$ cat src/hdl/first_fit_partition_allocator_core_assert.svh
// ----------------------------------------------------------------------------
// Assertion macros for the first-fit partition allocator
// Shared forms of the concurrent checks used at the top level.
// ----------------------------------------------------------------------------
`ifndef FIRST_FIT_PARTITION_ALLOCATOR_CORE_ASSERT_SVH
`define FIRST_FIT_PARTITION_ALLOCATOR_CORE_ASSERT_SVH

// The consequent must hold in the same cycle as the antecedent.
`define FFPA_ASSERT_SAME(label, clk, rst_n, ante, cons) \
    label: assert property (@(posedge clk) disable iff (!(rst_n)) \
        (ante) |-> (cons)) else $error("ffpa assertion failed");

// The consequent must hold in the cycle after the antecedent.
`define FFPA_ASSERT_NEXT(label, clk, rst_n, ante, cons) \
    label: assert property (@(posedge clk) disable iff (!(rst_n)) \
        (ante) |=> (cons)) else $error("ffpa assertion failed");

`endif

$ cat src/hdl/ffpa_pkg.sv
// ----------------------------------------------------------------------------
// First-fit partition allocator package
// Sizes, command and status types shared by the allocator modules.
// ----------------------------------------------------------------------------
package ffpa_pkg;

    localparam int NUM_PARTITIONS = 16;
    localparam int SIZE_WIDTH     = 16;

    localparam int OPC_W  = 2;
    localparam int INSZ_W = 16;
    localparam int INIX_W = 4;
    localparam int CFG_W  = 5;
    localparam int STAT_W = 2;

    localparam int IDX_W  = (NUM_PARTITIONS > 1) ? $clog2(NUM_PARTITIONS) : 1;
    localparam int CNT_W  = $clog2(NUM_PARTITIONS + 1);
    localparam int CMP_W  = CNT_W + CFG_W;
    localparam logic [CFG_W-1:0] CFG_RESET = CFG_W'(16);

    localparam int QDEPTH = 2;
    localparam int QPTR_W = $clog2(QDEPTH);
    localparam int QCNT_W = $clog2(QDEPTH + 1);

    typedef enum logic [OPC_W-1:0] {
        OP_ALLOC   = 2'd0,
        OP_RELEASE = 2'd1,
        OP_SETSIZE = 2'd2,
        OP_UNUSED  = 2'd3
    } t_opcode;

    typedef enum logic [STAT_W-1:0] {
        ST_OK     = 2'd0,
        ST_NOFIT  = 2'd1,
        ST_BADIDX = 2'd2,
        ST_ISFREE = 2'd3
    } t_status;

    typedef enum logic [1:0] {
        K_ALLOC,
        K_RELEASE,
        K_SET,
        K_REJECT
    } t_kind;

    typedef struct packed {
        t_kind                  kind;
        logic [SIZE_WIDTH-1:0]  size;
        logic [IDX_W-1:0]       idx;
    } t_cmd;

    typedef struct packed {
        logic empty;
        logic full;
    } t_q_stat;

endpackage

$ cat src/hdl/ffpa_front.sv
// ----------------------------------------------------------------------------
// Allocator front end
// Accepts requests and classifies them into commands for the back end.
// ----------------------------------------------------------------------------
module ffpa_front
    import ffpa_pkg::*;
(
    input  logic              start,
    output logic              busy,
    input  logic [OPC_W-1:0]  i_opcode,
    input  logic [INSZ_W-1:0] i_size_value,
    input  logic [INIX_W-1:0] i_partition_index,
    input  logic [CNT_W-1:0]  i_active,
    input  t_q_stat           i_q_stat,
    output logic              o_push,
    output t_cmd              o_cmd
);

    logic [CMP_W-1:0] idx_ext;

    assign busy    = i_q_stat.full;
    assign o_push  = start && !i_q_stat.full;
    assign idx_ext = CMP_W'(i_partition_index);

    always_comb begin
        o_cmd.size = SIZE_WIDTH'(i_size_value);
        o_cmd.idx  = IDX_W'(idx_ext);
        case (t_opcode'(i_opcode))
            OP_ALLOC: begin
                o_cmd.kind = K_ALLOC;
            end
            OP_RELEASE: begin
                o_cmd.kind = (idx_ext < CMP_W'(i_active)) ? K_RELEASE : K_REJECT;
            end
            OP_SETSIZE: begin
                o_cmd.kind = (idx_ext < CMP_W'(NUM_PARTITIONS)) ? K_SET : K_REJECT;
            end
            default: begin
                o_cmd.kind = K_REJECT;
            end
        endcase
    end

endmodule

$ cat src/hdl/ffpa_queue.sv
// ----------------------------------------------------------------------------
// Allocator command queue
// Short first-in first-out buffer between the front and back ends.
// ----------------------------------------------------------------------------
module ffpa_queue
    import ffpa_pkg::*;
(
    input  logic    i_clk,
    input  logic    i_rst_n,
    input  logic    i_push,
    input  t_cmd    i_cmd,
    input  logic    i_pop,
    output t_cmd    o_cmd,
    output t_q_stat o_stat
);

    t_cmd              r_mem [QDEPTH];
    logic [QPTR_W-1:0] r_wr_ptr;
    logic [QPTR_W-1:0] r_rd_ptr;
    logic [QCNT_W-1:0] r_count;

    assign o_cmd        = r_mem[r_rd_ptr];
    assign o_stat.empty = (r_count == '0);
    assign o_stat.full  = (r_count == QCNT_W'(QDEPTH));

    always_ff @(posedge i_clk) begin
        if (i_push) begin
            r_mem[r_wr_ptr] <= i_cmd;
        end
    end

    always_ff @(posedge i_clk) begin
        if (!i_rst_n) begin
            r_wr_ptr <= '0;
            r_rd_ptr <= '0;
            r_count  <= '0;
        end else begin
            if (i_push) begin
                r_wr_ptr <= (r_wr_ptr == QPTR_W'(QDEPTH - 1)) ? '0 : r_wr_ptr + 1'b1;
            end
            if (i_pop) begin
                r_rd_ptr <= (r_rd_ptr == QPTR_W'(QDEPTH - 1)) ? '0 : r_rd_ptr + 1'b1;
            end
            case ({i_push, i_pop})
                2'b10:   r_count <= r_count + 1'b1;
                2'b01:   r_count <= r_count - 1'b1;
                default: r_count <= r_count;
            endcase
        end
    end

endmodule

$ cat src/hdl/ffpa_back.sv
// ----------------------------------------------------------------------------
// Allocator back end
// Holds partition sizes and free flags and carries out queued commands.
// ----------------------------------------------------------------------------
module ffpa_back
    import ffpa_pkg::*;
(
    input  logic               i_clk,
    input  logic               i_rst_n,
    input  logic [CNT_W-1:0]   i_active,
    input  t_q_stat            i_q_stat,
    input  t_cmd               i_cmd,
    output logic               o_pop,
    output logic               o_done,
    output logic [STAT_W-1:0]  o_status,
    output logic [INIX_W-1:0]  o_chosen_partition
);

    typedef enum logic [1:0] {
        S_IDLE,
        S_EXEC,
        S_PICK
    } t_state;

    t_state                    r_state;
    t_cmd                      r_cmd;
    logic [SIZE_WIDTH-1:0]     r_sizes [NUM_PARTITIONS];
    logic [NUM_PARTITIONS-1:0] r_free;
    logic [NUM_PARTITIONS-1:0] r_match;
    logic [NUM_PARTITIONS-1:0] n_match;
    logic                      r_done;
    t_status                   r_status;
    logic [INIX_W-1:0]         r_chosen;
    logic [IDX_W-1:0]          pick_idx;
    logic                      pick_hit;

    assign o_pop              = (r_state == S_IDLE) && !i_q_stat.empty;
    assign o_done             = r_done;
    assign o_status           = r_status;
    assign o_chosen_partition = r_chosen;

    always_comb begin
        for (int i = 0; i < NUM_PARTITIONS; i++) begin
            n_match[i] = r_free[i] && (r_sizes[i] >= r_cmd.size)
                         && (CMP_W'(i) < CMP_W'(i_active));
        end
    end

    always_comb begin
        pick_idx = '0;
        pick_hit = 1'b0;
        for (int i = NUM_PARTITIONS - 1; i >= 0; i--) begin
            if (r_match[i]) begin
                pick_idx = IDX_W'(i);
                pick_hit = 1'b1;
            end
        end
    end

    always_ff @(posedge i_clk) begin
        if (!i_rst_n) begin
            r_state  <= S_IDLE;
            r_free   <= '1;
            r_done   <= 1'b0;
            r_status <= ST_OK;
            r_chosen <= '0;
            for (int i = 0; i < NUM_PARTITIONS; i++) begin
                r_sizes[i] <= '0;
            end
        end else begin
            case (r_state)
                S_IDLE: begin
                    r_done <= 1'b0;
                    if (!i_q_stat.empty) begin
                        r_cmd   <= i_cmd;
                        r_state <= S_EXEC;
                    end
                end
                S_EXEC: begin
                    case (r_cmd.kind)
                        K_ALLOC: begin
                            r_done  <= 1'b0;
                            r_match <= n_match;
                            r_state <= S_PICK;
                        end
                        K_RELEASE: begin
                            r_done  <= 1'b1;
                            r_state <= S_IDLE;
                            if (r_free[r_cmd.idx]) begin
                                r_status <= ST_ISFREE;
                                r_chosen <= '0;
                            end else begin
                                r_free[r_cmd.idx] <= 1'b1;
                                r_status <= ST_OK;
                                r_chosen <= INIX_W'(r_cmd.idx);
                            end
                        end
                        K_SET: begin
                            r_done            <= 1'b1;
                            r_state           <= S_IDLE;
                            r_sizes[r_cmd.idx] <= r_cmd.size;
                            r_free[r_cmd.idx] <= 1'b1;
                            r_status          <= ST_OK;
                            r_chosen          <= INIX_W'(r_cmd.idx);
                        end
                        default: begin
                            r_done   <= 1'b1;
                            r_state  <= S_IDLE;
                            r_status <= ST_BADIDX;
                            r_chosen <= '0;
                        end
                    endcase
                end
                S_PICK: begin
                    r_done  <= 1'b1;
                    r_state <= S_IDLE;
                    if (pick_hit) begin
                        r_free[pick_idx] <= 1'b0;
                        r_status <= ST_OK;
                        r_chosen <= INIX_W'(pick_idx);
                    end else begin
                        r_status <= ST_NOFIT;
                        r_chosen <= '0;
                    end
                end
                default: begin
                    r_done  <= 1'b0;
                    r_state <= S_IDLE;
                end
            endcase
        end
    end

endmodule

$ cat src/hdl/first_fit_partition_allocator_core.sv
// ----------------------------------------------------------------------------
// First-fit partition allocator core
// Usage: a request (opcode, size, index) is taken on a clock edge with start
// high and busy low. Opcode 0 allocates the lowest active free partition
// whose size is at least the request, 1 releases a partition and 2 writes a
// partition size and marks it free.
// Each request gives one transaction on o_done, o_status and
// o_chosen_partition, valid for exactly one cycle.
// An accepted request is registered in the queue and taken into the back
// end in S_IDLE. Release, set-size and rejected requests finish in S_EXEC;
// an allocate registers the parallel compare there and makes the priority
// pick in S_PICK. A two-entry queue lets the front accept while the back
// works.
// The partition count register is written with i_cfg_we and i_cfg_data and
// should only change while no request is in flight.
// Reset clears the queue, marks every partition free with size zero and
// sets the partition count to 16. The receiver cannot stall results.
// ----------------------------------------------------------------------------
`include "first_fit_partition_allocator_core_assert.svh"

module first_fit_partition_allocator_core
    import ffpa_pkg::*;
(
    input  logic              i_clk,
    input  logic              i_rst_n,
    input  logic              start,
    output logic              busy,
    input  logic [OPC_W-1:0]  i_opcode,
    input  logic [INSZ_W-1:0] i_size_value,
    input  logic [INIX_W-1:0] i_partition_index,
    input  logic              i_cfg_we,
    input  logic [CFG_W-1:0]  i_cfg_data,
    output logic              o_done,
    output logic [STAT_W-1:0] o_status,
    output logic [INIX_W-1:0] o_chosen_partition
);

    logic [CFG_W-1:0] r_partition_count;
    logic [CNT_W-1:0] active;
    logic             push;
    logic             pop;
    t_cmd             front_cmd;
    t_cmd             queue_cmd;
    t_q_stat          q_stat;

    always_ff @(posedge i_clk) begin
        if (!i_rst_n) begin
            r_partition_count <= CFG_RESET;
        end else if (i_cfg_we) begin
            r_partition_count <= i_cfg_data;
        end
    end

    assign active = (CMP_W'(r_partition_count) > CMP_W'(NUM_PARTITIONS))
                    ? CNT_W'(NUM_PARTITIONS) : CNT_W'(r_partition_count);

    ffpa_front u_front (
        .start             (start),
        .busy              (busy),
        .i_opcode          (i_opcode),
        .i_size_value      (i_size_value),
        .i_partition_index (i_partition_index),
        .i_active          (active),
        .i_q_stat          (q_stat),
        .o_push            (push),
        .o_cmd             (front_cmd)
    );

    ffpa_queue u_queue (
        .i_clk   (i_clk),
        .i_rst_n (i_rst_n),
        .i_push  (push),
        .i_cmd   (front_cmd),
        .i_pop   (pop),
        .o_cmd   (queue_cmd),
        .o_stat  (q_stat)
    );

    ffpa_back u_back (
        .i_clk              (i_clk),
        .i_rst_n            (i_rst_n),
        .i_active           (active),
        .i_q_stat           (q_stat),
        .i_cmd              (queue_cmd),
        .o_pop              (pop),
        .o_done             (o_done),
        .o_status           (o_status),
        .o_chosen_partition (o_chosen_partition)
    );

    `FFPA_ASSERT_SAME(a_fail_no_index, i_clk, i_rst_n, o_done && (o_status != ST_OK), o_chosen_partition == '0)
    `FFPA_ASSERT_NEXT(a_accept_queued, i_clk, i_rst_n, start && !busy, !q_stat.empty)
    `FFPA_ASSERT_NEXT(a_done_spaced, i_clk, i_rst_n, o_done, !o_done)
    `FFPA_ASSERT_SAME(a_pop_not_empty, i_clk, i_rst_n, pop, !q_stat.empty)

endmodule

$ cat config.mk
export PLATFORM = sky130hd
export DESIGN_NAME = first_fit_partition_allocator_core
export DESIGN_NICKNAME = d
export VERILOG_FILES = /design/src/hdl/ffpa_pkg.sv /design/src/hdl/ffpa_front.sv /design/src/hdl/ffpa_queue.sv /design/src/hdl/ffpa_back.sv /design/src/hdl/first_fit_partition_allocator_core.sv
export VERILOG_INCLUDE_DIRS = /design/src /design/src/hdl
export SDC_FILE = /design/constraint.sdc
export NUM_CORES = 1
export LEC_CHECK = 0
export BUFFER_PORTS_ARGS = -buffer_cell sky130_fd_sc_hd__buf_2
export CAP_MARGIN = 20
export CORE_MARGIN = 10
export CORE_UTILIZATION = 57
export CTS_CLUSTER_DIAMETER = 80
export DETAILED_ROUTE_END_ITERATION = 8
export PLACE_DENSITY = 0.84
export RECOVER_POWER = 50
export SYNTH_ARGS = -nofsm -noshare
export SYNTH_HDL_FRONTEND = slang
export SYNTH_SLANG_ARGS = --single-unit
$ cat constraint.sdc
create_clock -name i_clk -period 2.8 [get_ports i_clk]
set_input_delay 0 -clock i_clk [delete_from_list [all_inputs] [get_ports i_clk]]
set_output_delay 0 -clock i_clk [all_outputs]
set_load 0.01 [all_outputs]
==> summary.md, run 1 <==
| Metric | Value |
|---|---|
| Routed vias/inst | `6.40` |
| Core Region | `0.0344 mm2` |
| Rows | `68` |
| Drt first pass iters | `7` |
| Die width | `206 um` |
| Setup TNS | `0 ns` |
| Power share of the clock group | `32.5%` |
| Synth Area in Simple Gates | `13.3%` |
| Max-slew headroom | `-2.74%` |
| Crit path arrival time | `2.91 ns` |
| Maximum vdd drop | `0.610 mV` |
| Primary FF master, synth | `edfxtp_1` |
| CP max-delay cell | `or2_1` |
| Largest cells by area after synthesis | `edfxtp_1, ha_1, nor3_1` |
| Worst path cell trace | `buf_4, or2_1, buf_2, nor3_1` |
| Synth top area share | `51.3%` |
| CTS tree | `done` |
| Status | `complete, but fails checks` |
| Worst skew pair latency | `0.55 ns` |
| Unrepaired setup endpoints after global routing | `no` |
| I/O pin count | `39` |
| Total power | `16.2 mW` |
| Async set-or-reset flop fraction in the synthesized netlist | `0%` |
| Mux share of post-synthesis cell area | `1.90%` |
| Root buffer cell | `clkbuf_16` |
| Final Instance Area | `0.0225 mm2` |
| Residual DRC count | `0` |
| Required @ worst endpoint | `3.07 ns` |
| Initial cell density of the core | `57.6%` |
| Commonest non-fill, non-tap cells in the layout | `edfxtp_1, nor3_1, ha_1` |
| # nets final | `2,049` |
| Fmax | `379 MHz` |
| Routed Antenna Nets | `0` |
| WHS | `0.169 ns` |
| Internal power | `11.1 mW` |
| XOR/XNOR share of the synthesized area | `0.177%` |
| Max-cap violations | `1` |
| Lkg Pwr | `8.78 nW` |
| Critical Path End Type | `flip-flop` |
| DRT iter0 DRCs | `1,224` |
| Period minus WS final | `2.64 ns` |
| YS warnings | `0` |
| Largest net degree at the start of global routing | `40` |
| Mapped Area | `0.0198 mm2` |
| First-pass GRT wire length | `77.8 mm` |
| Setup Viol. Count Final | `0` |
| PwrDens | `719 mW/mm2` |
| Unique masters post-synth | `66` |
| Clk buf depth | `3` |
| Slew @ Worst Pin | `1.54 ns` |
| Seq/Total Area, Yosys | `54.7%` |
| HPWL after DPL | `32.0 mm` |
| Dominant cell type by area after synthesis | `edfxtp_1` |
| CP peak stage delay | `0.86 ns` |
| GRT Total Usage | `23.3%` |
| Comb power frac | `26.0%` |
| Syn-to-layout area delta | `13.9%` |
| Slew Limit Fails | `40` |
| Layout cells sized above 1 | `10.4%` |
| DR vias | `14,300` |
| Most common cell after layout, fill and taps aside | `edfxtp_1` |
| Top fanout value on the critical path | `32` |
| Final hold violation count | `0` |
| Layout Skew | `0.0218 ns` |
| Failing checks | `capacitance limit, slew limit` |
| Synth Instances | `1,644` |
| Routed WL per cell | `22.2 um` |
| Largest family of logic cells by synthesized area | `adder cells` |
| Vias in the first global route | `14,400` |
| Hold Path Class | `input pin to flip-flop` |
| Num Clock Sinks | `372` |
| Placed Instance Area | `0.0209 mm2` |
| PortBufs | `38` |
| EDFF count, synth | `338` |
| Fin util | `65.6%` |
| Overall routed net length | `49.7 mm` |
| Sw frac | `31.6%` |
| Compound-Gate Fraction of Synth Area | `10.3%` |
| Clock-pin transition on the worst setup and hold timing paths | `0.06 ns` |
| Kind of critical path | `flip-flop to flip-flop` |
| Net Switching | `5.13 mW` |
| Final estimated routing congestion in global placement | `0.954` |
| Initial antenna violation count | `3` |
| H-tree Lvls | `2` |
| Yosys reg bits | `372` |
| Final period utilization | `94.2%` |
| Syn avg cell area | `12.0 um2` |
| Type of origin of the critical path | `flip-flop` |
| Seq pwr share | `41.5%` |
| DIE AREA | `0.0426 mm2` |
| Adder-cell share of the synthesized area | `16.8%` |
| Syn Nets | `1,941` |
| Die H | `206 um` |
| CTS Buf Count | `40` |
| GRT Residual Overflow | `0` |
worst paths after layout:
path / start / endpoint / slack, ns / depth (start not counted)
max: u_back.r_cmd[0] / u_back.r_sizes[4][6] / 0.16 / 4
min: i_size_value[12] / u_queue.r_mem[0][16] / 0.17 / 2
max reg2reg: u_back.r_cmd[0] / u_back.r_sizes[4][6] / 0.16 / 4
min reg2reg: u_back.o_status[1] / u_back.o_status[1] / 0.47 / 2
power groups by stage:
stage,Combinational (mW),Sequential (mW),Clock [mW]
floorplan,2.62,6.78,0
global placement,3.89,6.80,0
detailed placement,4.08,6.83,0
CTS,4.19,6.72,5.30
global route,4.61,6.76,5.53
finish,4.21,6.73,5.27
synth_stat cells, types with 13 or more instances:
master    count
a211oi_1     31
nor3_1      276
clkinv_1     16
ha_1        266
o21a_1       13
buf_1        15
a31oi_1      13
nor2_1       52
mux2_2       25
a21o_1       53
dfxtp_1      34
a21oi_1      68
nor2b_1      27
o21ai_0      85
nand3_1      15
edfxtp_1    338
clkbuf_1     75
inv_1        30
nand2_1      41
nand2b_1     42
kinds of logic (layout without fill, tap and decap cells):
group | Yosys count | count (layout)
simple gates | 507 | 507
flops | 372 | 372
compound gates | 322 | 322
fa+ha+maj | 266 | 266
buf+inv | 140 | 280
mux | 33 | 33
xor+xnor | 4 | 4
other cells | 0 | 2
registers in the layout, summed over array words and instances (netlist names):
register,flops
u_back.o_done,1
u_back.o_status,2
u_queue.r_wr_ptr,1
r_partition_count,5
u_back.r_free,16
u_back.r_cmd,22
u_back.r_state,2
u_queue.r_mem,44
u_queue.r_rd_ptr,1
u_back.r_sizes,256
u_back.o_chosen_partition,4
u_queue.r_count,2
u_back.r_match,16
worst max-delay path: cells and delay by family (launching register included):
kind	cells	cell delay [ns]
and+or+nand+nor	2	0.98
DFF	1	0.49
buffers and inverters	2	0.86
metal layers:
layer | GRT usage (%) | wire length (um) | share of wire, % | vias up
met5 | 0 | 0 | 0 | -
met4 | 9.43 | 1850 | 3.7 | 0
met3 | 3.70 | 3920 | 7.9 | 134
met2 | 39.7 | 24200 | 49 | 654
met1 | 29.1 | 19700 | 40 | 7004
li1 | - | - | - | 6546
per-stage QoR:
step           std cells  worst slack [ns]
5_1_grt             2241            0.0712
4_1_cts             2239             0.147
2_1_floorplan       1644           -0.0493
6_report            2241             0.162
3_3_place_gp        2125             0.219
3_5_place_dp        2125             0.169
final cells by class:
cell class	count	area [um2]
fill	2473	11800
sequential	372	10800
multi-input combinational	1132	8430
timing repair buffer	160	1240
clock buffer	44	1050
tap	455	569
clock inverter	30	249
inverter	46	173
antenna	2	5.00
repair_timing:
item / CTS / global route
gates resized for setup: 0 / 2
hold buffers: 40 / 0
endpoints found under the setup margin: 0 / 4
setup buffers: 0 / 0
endpoints found under the hold margin: 56 / 0
No activity file was read; power rests on OpenSTA's default activity.
==> run 2, diff against run 1 <==
--- a/config.mk
+++ b/config.mk
@@ -9,10 +9,10 @@
 export BUFFER_PORTS_ARGS = -buffer_cell sky130_fd_sc_hd__buf_2
 export CAP_MARGIN = 20
 export CORE_MARGIN = 10
-export CORE_UTILIZATION = 57
+export CORE_UTILIZATION = 54
 export CTS_CLUSTER_DIAMETER = 80
 export DETAILED_ROUTE_END_ITERATION = 8
-export PLACE_DENSITY = 0.84
+export PLACE_DENSITY = 0.81
 export RECOVER_POWER = 50
 export SYNTH_ARGS = -nofsm -noshare
 export SYNTH_HDL_FRONTEND = slang
==> summary.md, run 2 (synthesis gave the netlist of run 1 again) <==
| Metric | Value |
|---|---|
| Fmax | `376 MHz (-0.79%)` |
| Period minus WS final | `2.66 ns (+0.0210 ns)` |
| CTS tree | `done` |
| CTS Buf Count | `40 (unchanged)` |
| Antenna Cells | `0 (-2)` |
| Filler cells | `2,700 (+9.2%)` |
| DR vias | `14,200 (-0.99%)` |
| Seq. cell area | `0.0108 mm2 (unchanged)` |
| PwrDens | `713 mW/mm2 (-0.76%)` |
| Routed WL per cell | `22.2 um (about the same)` |
| Max-slew headroom | `5.32% (+8.1 points)` |
| Placed Instance Area | `0.0210 mm2 (+0.16%)` |
| Biggest regs | `u_back.r_sizes (256), u_queue.r_mem (44), u_back.r_cmd (22)` |
| PortBufs | `38 (unchanged)` |
| Vias in the first global route | `14,400 (-0.27%)` |
| Required @ worst endpoint | `2.99 ns (-0.08 ns)` |
| Clock-pin transition on the worst setup and hold timing paths | `0.06 ns (about the same)` |
| Core Region | `0.0363 mm2 (+5.7%)` |
| Routed Antenna Nets | `0 (unchanged)` |
| Lkg Pwr | `8.71 nW (-0.78%)` |
| Worst Hold Path Cells | `2 (unchanged)` |
| I/O pin count | `39 (unchanged)` |
| Initial antenna violation count | `1 (-2)` |
| HPWL after DPL | `32.0 mm (about the same)` |
| Final estimated routing congestion in global placement | `0.952 (-0.21%)` |
| Clk buf depth | `3 (unchanged)` |
| Final period utilization | `95.0% (+0.75 points)` |
| Setup Viol. Count Final | `0 (unchanged)` |
| DIE AREA | `0.0447 mm2 (+5.0%)` |
| Post-CTS Setup Bufs | `0 (unchanged)` |
| DRT iter0 DRCs | `1,152 (-5.9%)` |
| Critical Path End Type | `flip-flop` |
| Hold Path Class | `input pin to flip-flop` |
| GRT Total Usage | `22.3% (-0.97 points)` |
| Status | `finished clean` |
| Worst skew pair latency | `0.55 ns (about the same)` |
| Num Clock Sinks | `372 (unchanged)` |
| Final Instance Area | `0.0225 mm2 (-0.41%)` |
| Hold_sp | `i_size_value[3]` |
| Reg2reg setup slack | `0.14 ns (-0.02 ns)` |
| Syn-to-layout area delta | `13.5%` |
| Max-cap violations | `0 (-1)` |
| Area of the multi-input gates | `0.00842 mm2 (about the same)` |
| Crit path arrival time | `2.85 ns (-0.06 ns)` |
| Die width | `211 um (+2.5%)` |
| Final hold violation count | `0 (unchanged)` |
| WHS | `0.187 ns (+0.0179 ns)` |
| Setup TNS | `0 ns (unchanged)` |
| FF-to-FF path depth | `3 (-1)` |
| Total power | `16.0 mW (-1.2%)` |
| Most common cell after layout, fill and taps aside | `edfxtp_1` |
| First-pass GRT wire length | `78.5 mm (+0.91%)` |
| GRT Residual Overflow | `0 (unchanged)` |
| Largest net degree at the start of global routing | `46 (+15%)` |
| Root buffer cell | `clkbuf_16` |
| Top fanout value on the critical path | `30 (-6.3%)` |
| Rows | `70 (+2.9%)` |
| Maximum vdd drop | `0.749 mV (+23%)` |
| Type of origin of the critical path | `flip-flop` |
| Die H | `211 um (+2.5%)` |
| Largest Register | `u_back.r_sizes` |
| Commonest non-fill, non-tap cells in the layout | `edfxtp_1, nor3_1, ha_1` |
| # nets final | `2,044 (-0.24%)` |
| Slew Limit Fails | `0 (-100%)` |
| H-tree Lvls | `2 (unchanged)` |
| Unrepaired setup endpoints after global routing | `no` |
| Max FFs per register | `256 (unchanged)` |
| Layout cells sized above 1 | `10.4% (+0.035 points)` |
| Kind of critical path | `flip-flop to flip-flop` |
| Initial cell density of the core | `54.4% (-3.1 points)` |
| Worst Hold End | `u_queue.r_mem[1][7]` |
| Layout Skew | `0.0178 ns (-0.00396 ns)` |
| Residual DRC count | `0 (unchanged)` |
| Slew @ Worst Pin | `1.42 ns (-0.121 ns)` |
| Overall routed net length | `49.8 mm (+0.28%)` |
| RR Endpoint | `u_back.r_sizes[11][0]` |
| Drt first pass iters | `5 (-2)` |
| R2R Path Start | `u_back.r_cmd[1]` |
| Routed vias/inst | `6.32 (-1.2%)` |
==> run 2: changes by cell type in the layout (fill, tap and decap cells not counted), moves of 2 or more <==
| cell | previous run | this run |
|---|---|---|
| bufinv_16 | 4 | 2 |
| clkbuf_4 | 2 | 0 |
| clkbuf_1 | 30 | 40 |
| clkbuf_2 | 11 | 15 |
| clkinv_4 | 0 | 2 |
| clkinv_1 | 27 | 21 |
| mux2_1 | 13 | 7 |
| buf_4 | 55 | 48 |
| clkinv_2 | 11 | 8 |
| dlygate4sd3_1 | 40 | 36 |
| mux2_2 | 14 | 20 |
| buf_12 | 9 | 11 |
| diode_2 | 2 | 0 |
==> run 2: critical path, stage by stage, from the launching register on <==
cell and delay (ns):
edfxtp_1 0.52, nand2_1 0.87, o21ai_0 0.45, clkbuf_2 0.43
==> run 2: through the flow <==
stage / worst slack [ns] / util (%) / std cells
3_3_place_gp: 0.250 / 57.7 / 2137
4_1_cts: 0.153 / 62.1 / 2246
6_report: 0.141 / 61.8 / 2246
3_5_place_dp: 0.155 / 57.7 / 2137
5_1_grt: 0.0279 / 61.8 / 2246
2_1_floorplan: -0.0493 / - / 1644
==> run 2: worst max-delay path by stage <==
stage,startpoint,end,slack [ns],depth (start not counted)
after CTS,u_back.r_cmd[0],u_back.r_free[13],0.15,8
after global routing,u_back.r_cmd[6],u_back.r_match[10],0.03,8
after floorplan,u_back.r_cmd[0],u_back.r_sizes[4][0],-0.05,5
after detailed placement,u_back.r_cmd[0],u_back.r_free[14],0.16,8
after global placement,u_back.r_cmd[6],u_back.r_match[8],0.25,8
final,u_back.r_cmd[1],u_back.r_sizes[11][0],0.14,3
==> run 2: timing repair <==
item / CTS / global route
endpoints found under the hold margin: 60 / 0
resized for setup: 0 / 1
hold buffers: 36 / 0
endpoints found under the setup margin: 0 / 2
==> run 2: cell type report <==
class / instances / share of cell area (%)
clock buffers: 52 / 4.75
well taps: 468 / 2.61
repair buffers: 155 / 5.37
multi-input cells: 1132 / 37.5
flip-flops and latches: 372 / 48.2
clock inverters: 21 / 0.752
inverters: 46 / 0.769
==> run 2: power breakdown <==
part	internal (mW)	leakage, nW	total, mW	switching (mW)
sequential	6.53	3.68	6.73	0.203
combinational	1.49	4.42	4.23	2.74
clock	2.89	0.603	5.06	2.17
total	10.9	8.71	16.0	5.11
==> run 2: layer usage <==
metal,vias up,wire length (um),track usage (%)
li1,6535,-,-
met1,6987,20600,28.7
met2,551,23700,37.2
met3,119,3840,3.52
met4,4,1660,8.70
met5,-,27,0
==> run 3, diff against run 2 <==
--- a/config.mk
+++ b/config.mk
@@ -11,9 +11,10 @@
 export CORE_MARGIN = 10
 export CORE_UTILIZATION = 54
 export CTS_CLUSTER_DIAMETER = 80
+export CTS_CLUSTER_SIZE = 28
 export DETAILED_ROUTE_END_ITERATION = 8
 export PLACE_DENSITY = 0.81
-export RECOVER_POWER = 50
+export RECOVER_POWER = 100
 export SYNTH_ARGS = -nofsm -noshare
 export SYNTH_HDL_FRONTEND = slang
 export SYNTH_SLANG_ARGS = --single-unit
==> summary.md, run 3 (synthesis gave the netlist of run 1 again) <==
| Metric | Value |
|---|---|
| Max-cap violations | `0 (unchanged)` |
| Dpl cells | `2,137 (unchanged)` |
| Initial antenna violation count | `0 (-1)` |
| Total power | `14.1 mW (-12%)` |
| Commonest non-fill, non-tap cells in the layout | `edfxtp_1, nor3_1, ha_1` |
| Final period utilization | `94.3% (-0.72 points)` |
| DR vias | `13,900 (-1.9%)` |
| Slew Limit Fails | `0 (unchanged)` |
| Required @ worst endpoint | `3.10 ns (+0.11 ns)` |
| Kind of critical path | `flip-flop to flip-flop` |
| Max FFs per register | `256 (unchanged)` |
| Post-CTS Setup Bufs | `0 (unchanged)` |
| Initial cell density of the core | `54.4% (unchanged)` |
| CTS tree | `done` |
| Drt first pass iters | `5 (unchanged)` |
| Top fanout value on the critical path | `15 (-50%)` |
| Unrepaired setup endpoints after global routing | `no` |
| Final hold violation count | `0 (unchanged)` |
| CTS Buf Count | `19 (-53%)` |
| Seq. cell area | `0.0108 mm2 (unchanged)` |
| Pre-CTS setup slack | `0.155 ns (unchanged)` |
| # nets final | `2,025 (-0.93%)` |
| First-pass GRT wire length | `76.6 mm (-2.5%)` |
| DRT iter0 DRCs | `1,098 (-4.7%)` |
| Hold Path Class | `input pin to flip-flop` |
| PortBufs | `38 (unchanged)` |
| H-tree Lvls | `1 (-1)` |
| Clock-pin transition on the worst setup and hold timing paths | `0.11 ns (+0.05 ns)` |
| Slew @ Worst Pin | `1.38 ns (-0.0371 ns)` |
| Filler cells | `2,804 (+3.9%)` |
| Rows | `70 (unchanged)` |
| Routed Antenna Nets | `0 (unchanged)` |
| Final estimated routing congestion in global placement | `0.952 (unchanged)` |
| Core Region | `0.0363 mm2 (unchanged)` |
| Max-slew headroom | `8.02% (+2.7 points)` |
| Clk buf depth | `3 (unchanged)` |
| Root buffer cell | `clkbuf_16` |
| HPWL after DPL | `32.0 mm (unchanged)` |
| Residual DRC count | `0 (unchanged)` |
| DIE AREA | `0.0447 mm2 (unchanged)` |
| Num Clock Sinks | `372 (unchanged)` |
| I/O pin count | `39 (unchanged)` |
| Routed vias/inst | `6.31 (-0.17%)` |
| Crit path arrival time | `2.94 ns (+0.09 ns)` |
| Final Instance Area | `0.0217 mm2 (-3.1%)` |
| Setup TNS | `0 ns (unchanged)` |
| Comb power frac | `29.4% (+3.0 points)` |
| Net Switching | `4.78 mW (-6.5%)` |
| Setup ws final | `0.161 ns (+0.0201 ns)` |
| Largest net degree at the start of global routing | `46 (unchanged)` |
| Worst skew pair latency | `0.55 ns (about the same)` |
| Final Non-Filler Cells | `2,207 (-1.7%)` |
| Sw frac | `33.8% (+1.9 points)` |
| Vias in the first global route | `14,100 (-1.8%)` |
| Critical Path End Type | `flip-flop` |
| Routed WL per cell | `22.0 um (-0.86%)` |
| Most common cell after layout, fill and taps aside | `edfxtp_1` |
| PwrDens | `649 mW/mm2 (-9.0%)` |
| Largest Register | `u_back.r_sizes` |
| Status | `finished clean` |
| Layout cells sized above 1 | `8.63% (-1.8 points)` |
| Overall routed net length | `48.5 mm (-2.6%)` |
| GRT Total Usage | `21.6% (-0.69 points)` |
| Antenna Cells | `0 (unchanged)` |
| Lkg Pwr | `8.39 nW (-3.7%)` |
| Type of origin of the critical path | `flip-flop` |
| Syn-to-layout area delta | `9.92%` |
| Seq pwr share | `47.6% (+5.6 points)` |
| Maximum vdd drop | `0.631 mV (-16%)` |
| Biggest regs | `u_back.r_sizes (256), u_queue.r_mem (44), u_back.r_cmd (22)` |
| Setup Viol. Count Final | `0 (unchanged)` |
| Die width | `211 um (unchanged)` |
| Power share of the clock group | `23.0% (-8.6 points)` |
| Fmax | `379 MHz (+0.76%)` |
| GRT Residual Overflow | `0 (unchanged)` |
| Internal power | `9.34 mW (-14%)` |
| Period minus WS final | `2.64 ns (-0.0201 ns)` |
| Placed Instance Area | `0.0210 mm2 (unchanged)` |
| Die H | `211 um (unchanged)` |
| Layout Skew | `0.0368 ns (+0.0190 ns)` |
| Area of the multi-input gates | `0.00840 mm2 (-0.27%)` |
-- run 3: changes by cell type in the layout (fill, tap and decap cells not counted), moves of 4 or more --
cell	before	now
clkinv_1	21	16
clkinv_2	8	1
buf_4	48	26
o21ai_0	73	89
o21ai_1	23	7
clkbuf_16	41	19
clkbuf_2	15	29
clkbuf_1	40	36
-- run 3: critical path, stage by stage, from the launching register on --
cell      delay (ns)
edfxtp_1        0.35
clkinv_1        0.51
clkbuf_2        0.38
ha_1            0.33
a21o_1          0.16
a211oi_1        0.25
o21ai_0         0.13
a31oi_1         0.17
o22ai_1         0.10
-- run 3: worst paths after layout --
path	slack [ns]	cells after the start	endpoint	startpoint
worst max-delay path	0.16	8	u_back.r_match[8]	u_back.r_cmd[6]
worst min-delay path	0.18	2	u_queue.r_mem[1][6]	i_size_value[2]
worst max register to register	0.16	8	u_back.r_match[8]	u_back.r_cmd[6]
worst min register to register	0.48	2	u_back.o_status[1]	u_back.o_status[1]
-- run 3: repair_timing --
item                                    4_1_cts  5_1_grt
endpoints found under the setup margin        0        8
resized for setup                             0        2
hold buffers                                 38        0
endpoints found under the hold margin        57        0
-- run 3: layer usage --
| metal | part of all wire [%] | global-route usage [%] | up-vias |
|---|---|---|---|
| li1 | - | - | 6472 |
| met1 | 42 | 28.3 | 6862 |
| met2 | 48 | 36.2 | 501 |
| met3 | 6.8 | 2.85 | 91 |
| met4 | 3.1 | 7.76 | 0 |
| met5 | 0 | 0 | - |
-- run 3: power by group through the flow --
stage / clock, mW / sequential, mW / combinational (mW)
2_1_floorplan: 0 / 6.78 / 2.62
3_3_place_gp: 0 / 6.81 / 3.95
3_5_place_dp: 0 / 6.83 / 4.12
4_1_cts: 3.27 / 6.71 / 4.19
5_1_grt: 3.45 / 6.75 / 4.59
6_report: 3.25 / 6.72 / 4.15
-- run 3: layout make-up --
type / count / share of cell area, %
Clock inverter: 8 / 0.449
Timing Repair Buffer: 157 / 5.33
Tap cell: 468 / 2.69
Inverter: 46 / 0.794
Multi-Input combinational cell: 1132 / 38.6
Clock buffer: 24 / 2.32
Sequential cell: 372 / 49.8
-- run 3: through the flow --
stage,hold slack [ns],utilization [%]
6_report,0.176,59.8
5_1_grt,0.168,59.8
4_1_cts,0.150,60.4
3_5_place_dp,0.191,57.7
3_3_place_gp,0.187,57.7
2_1_floorplan,0.0989,-
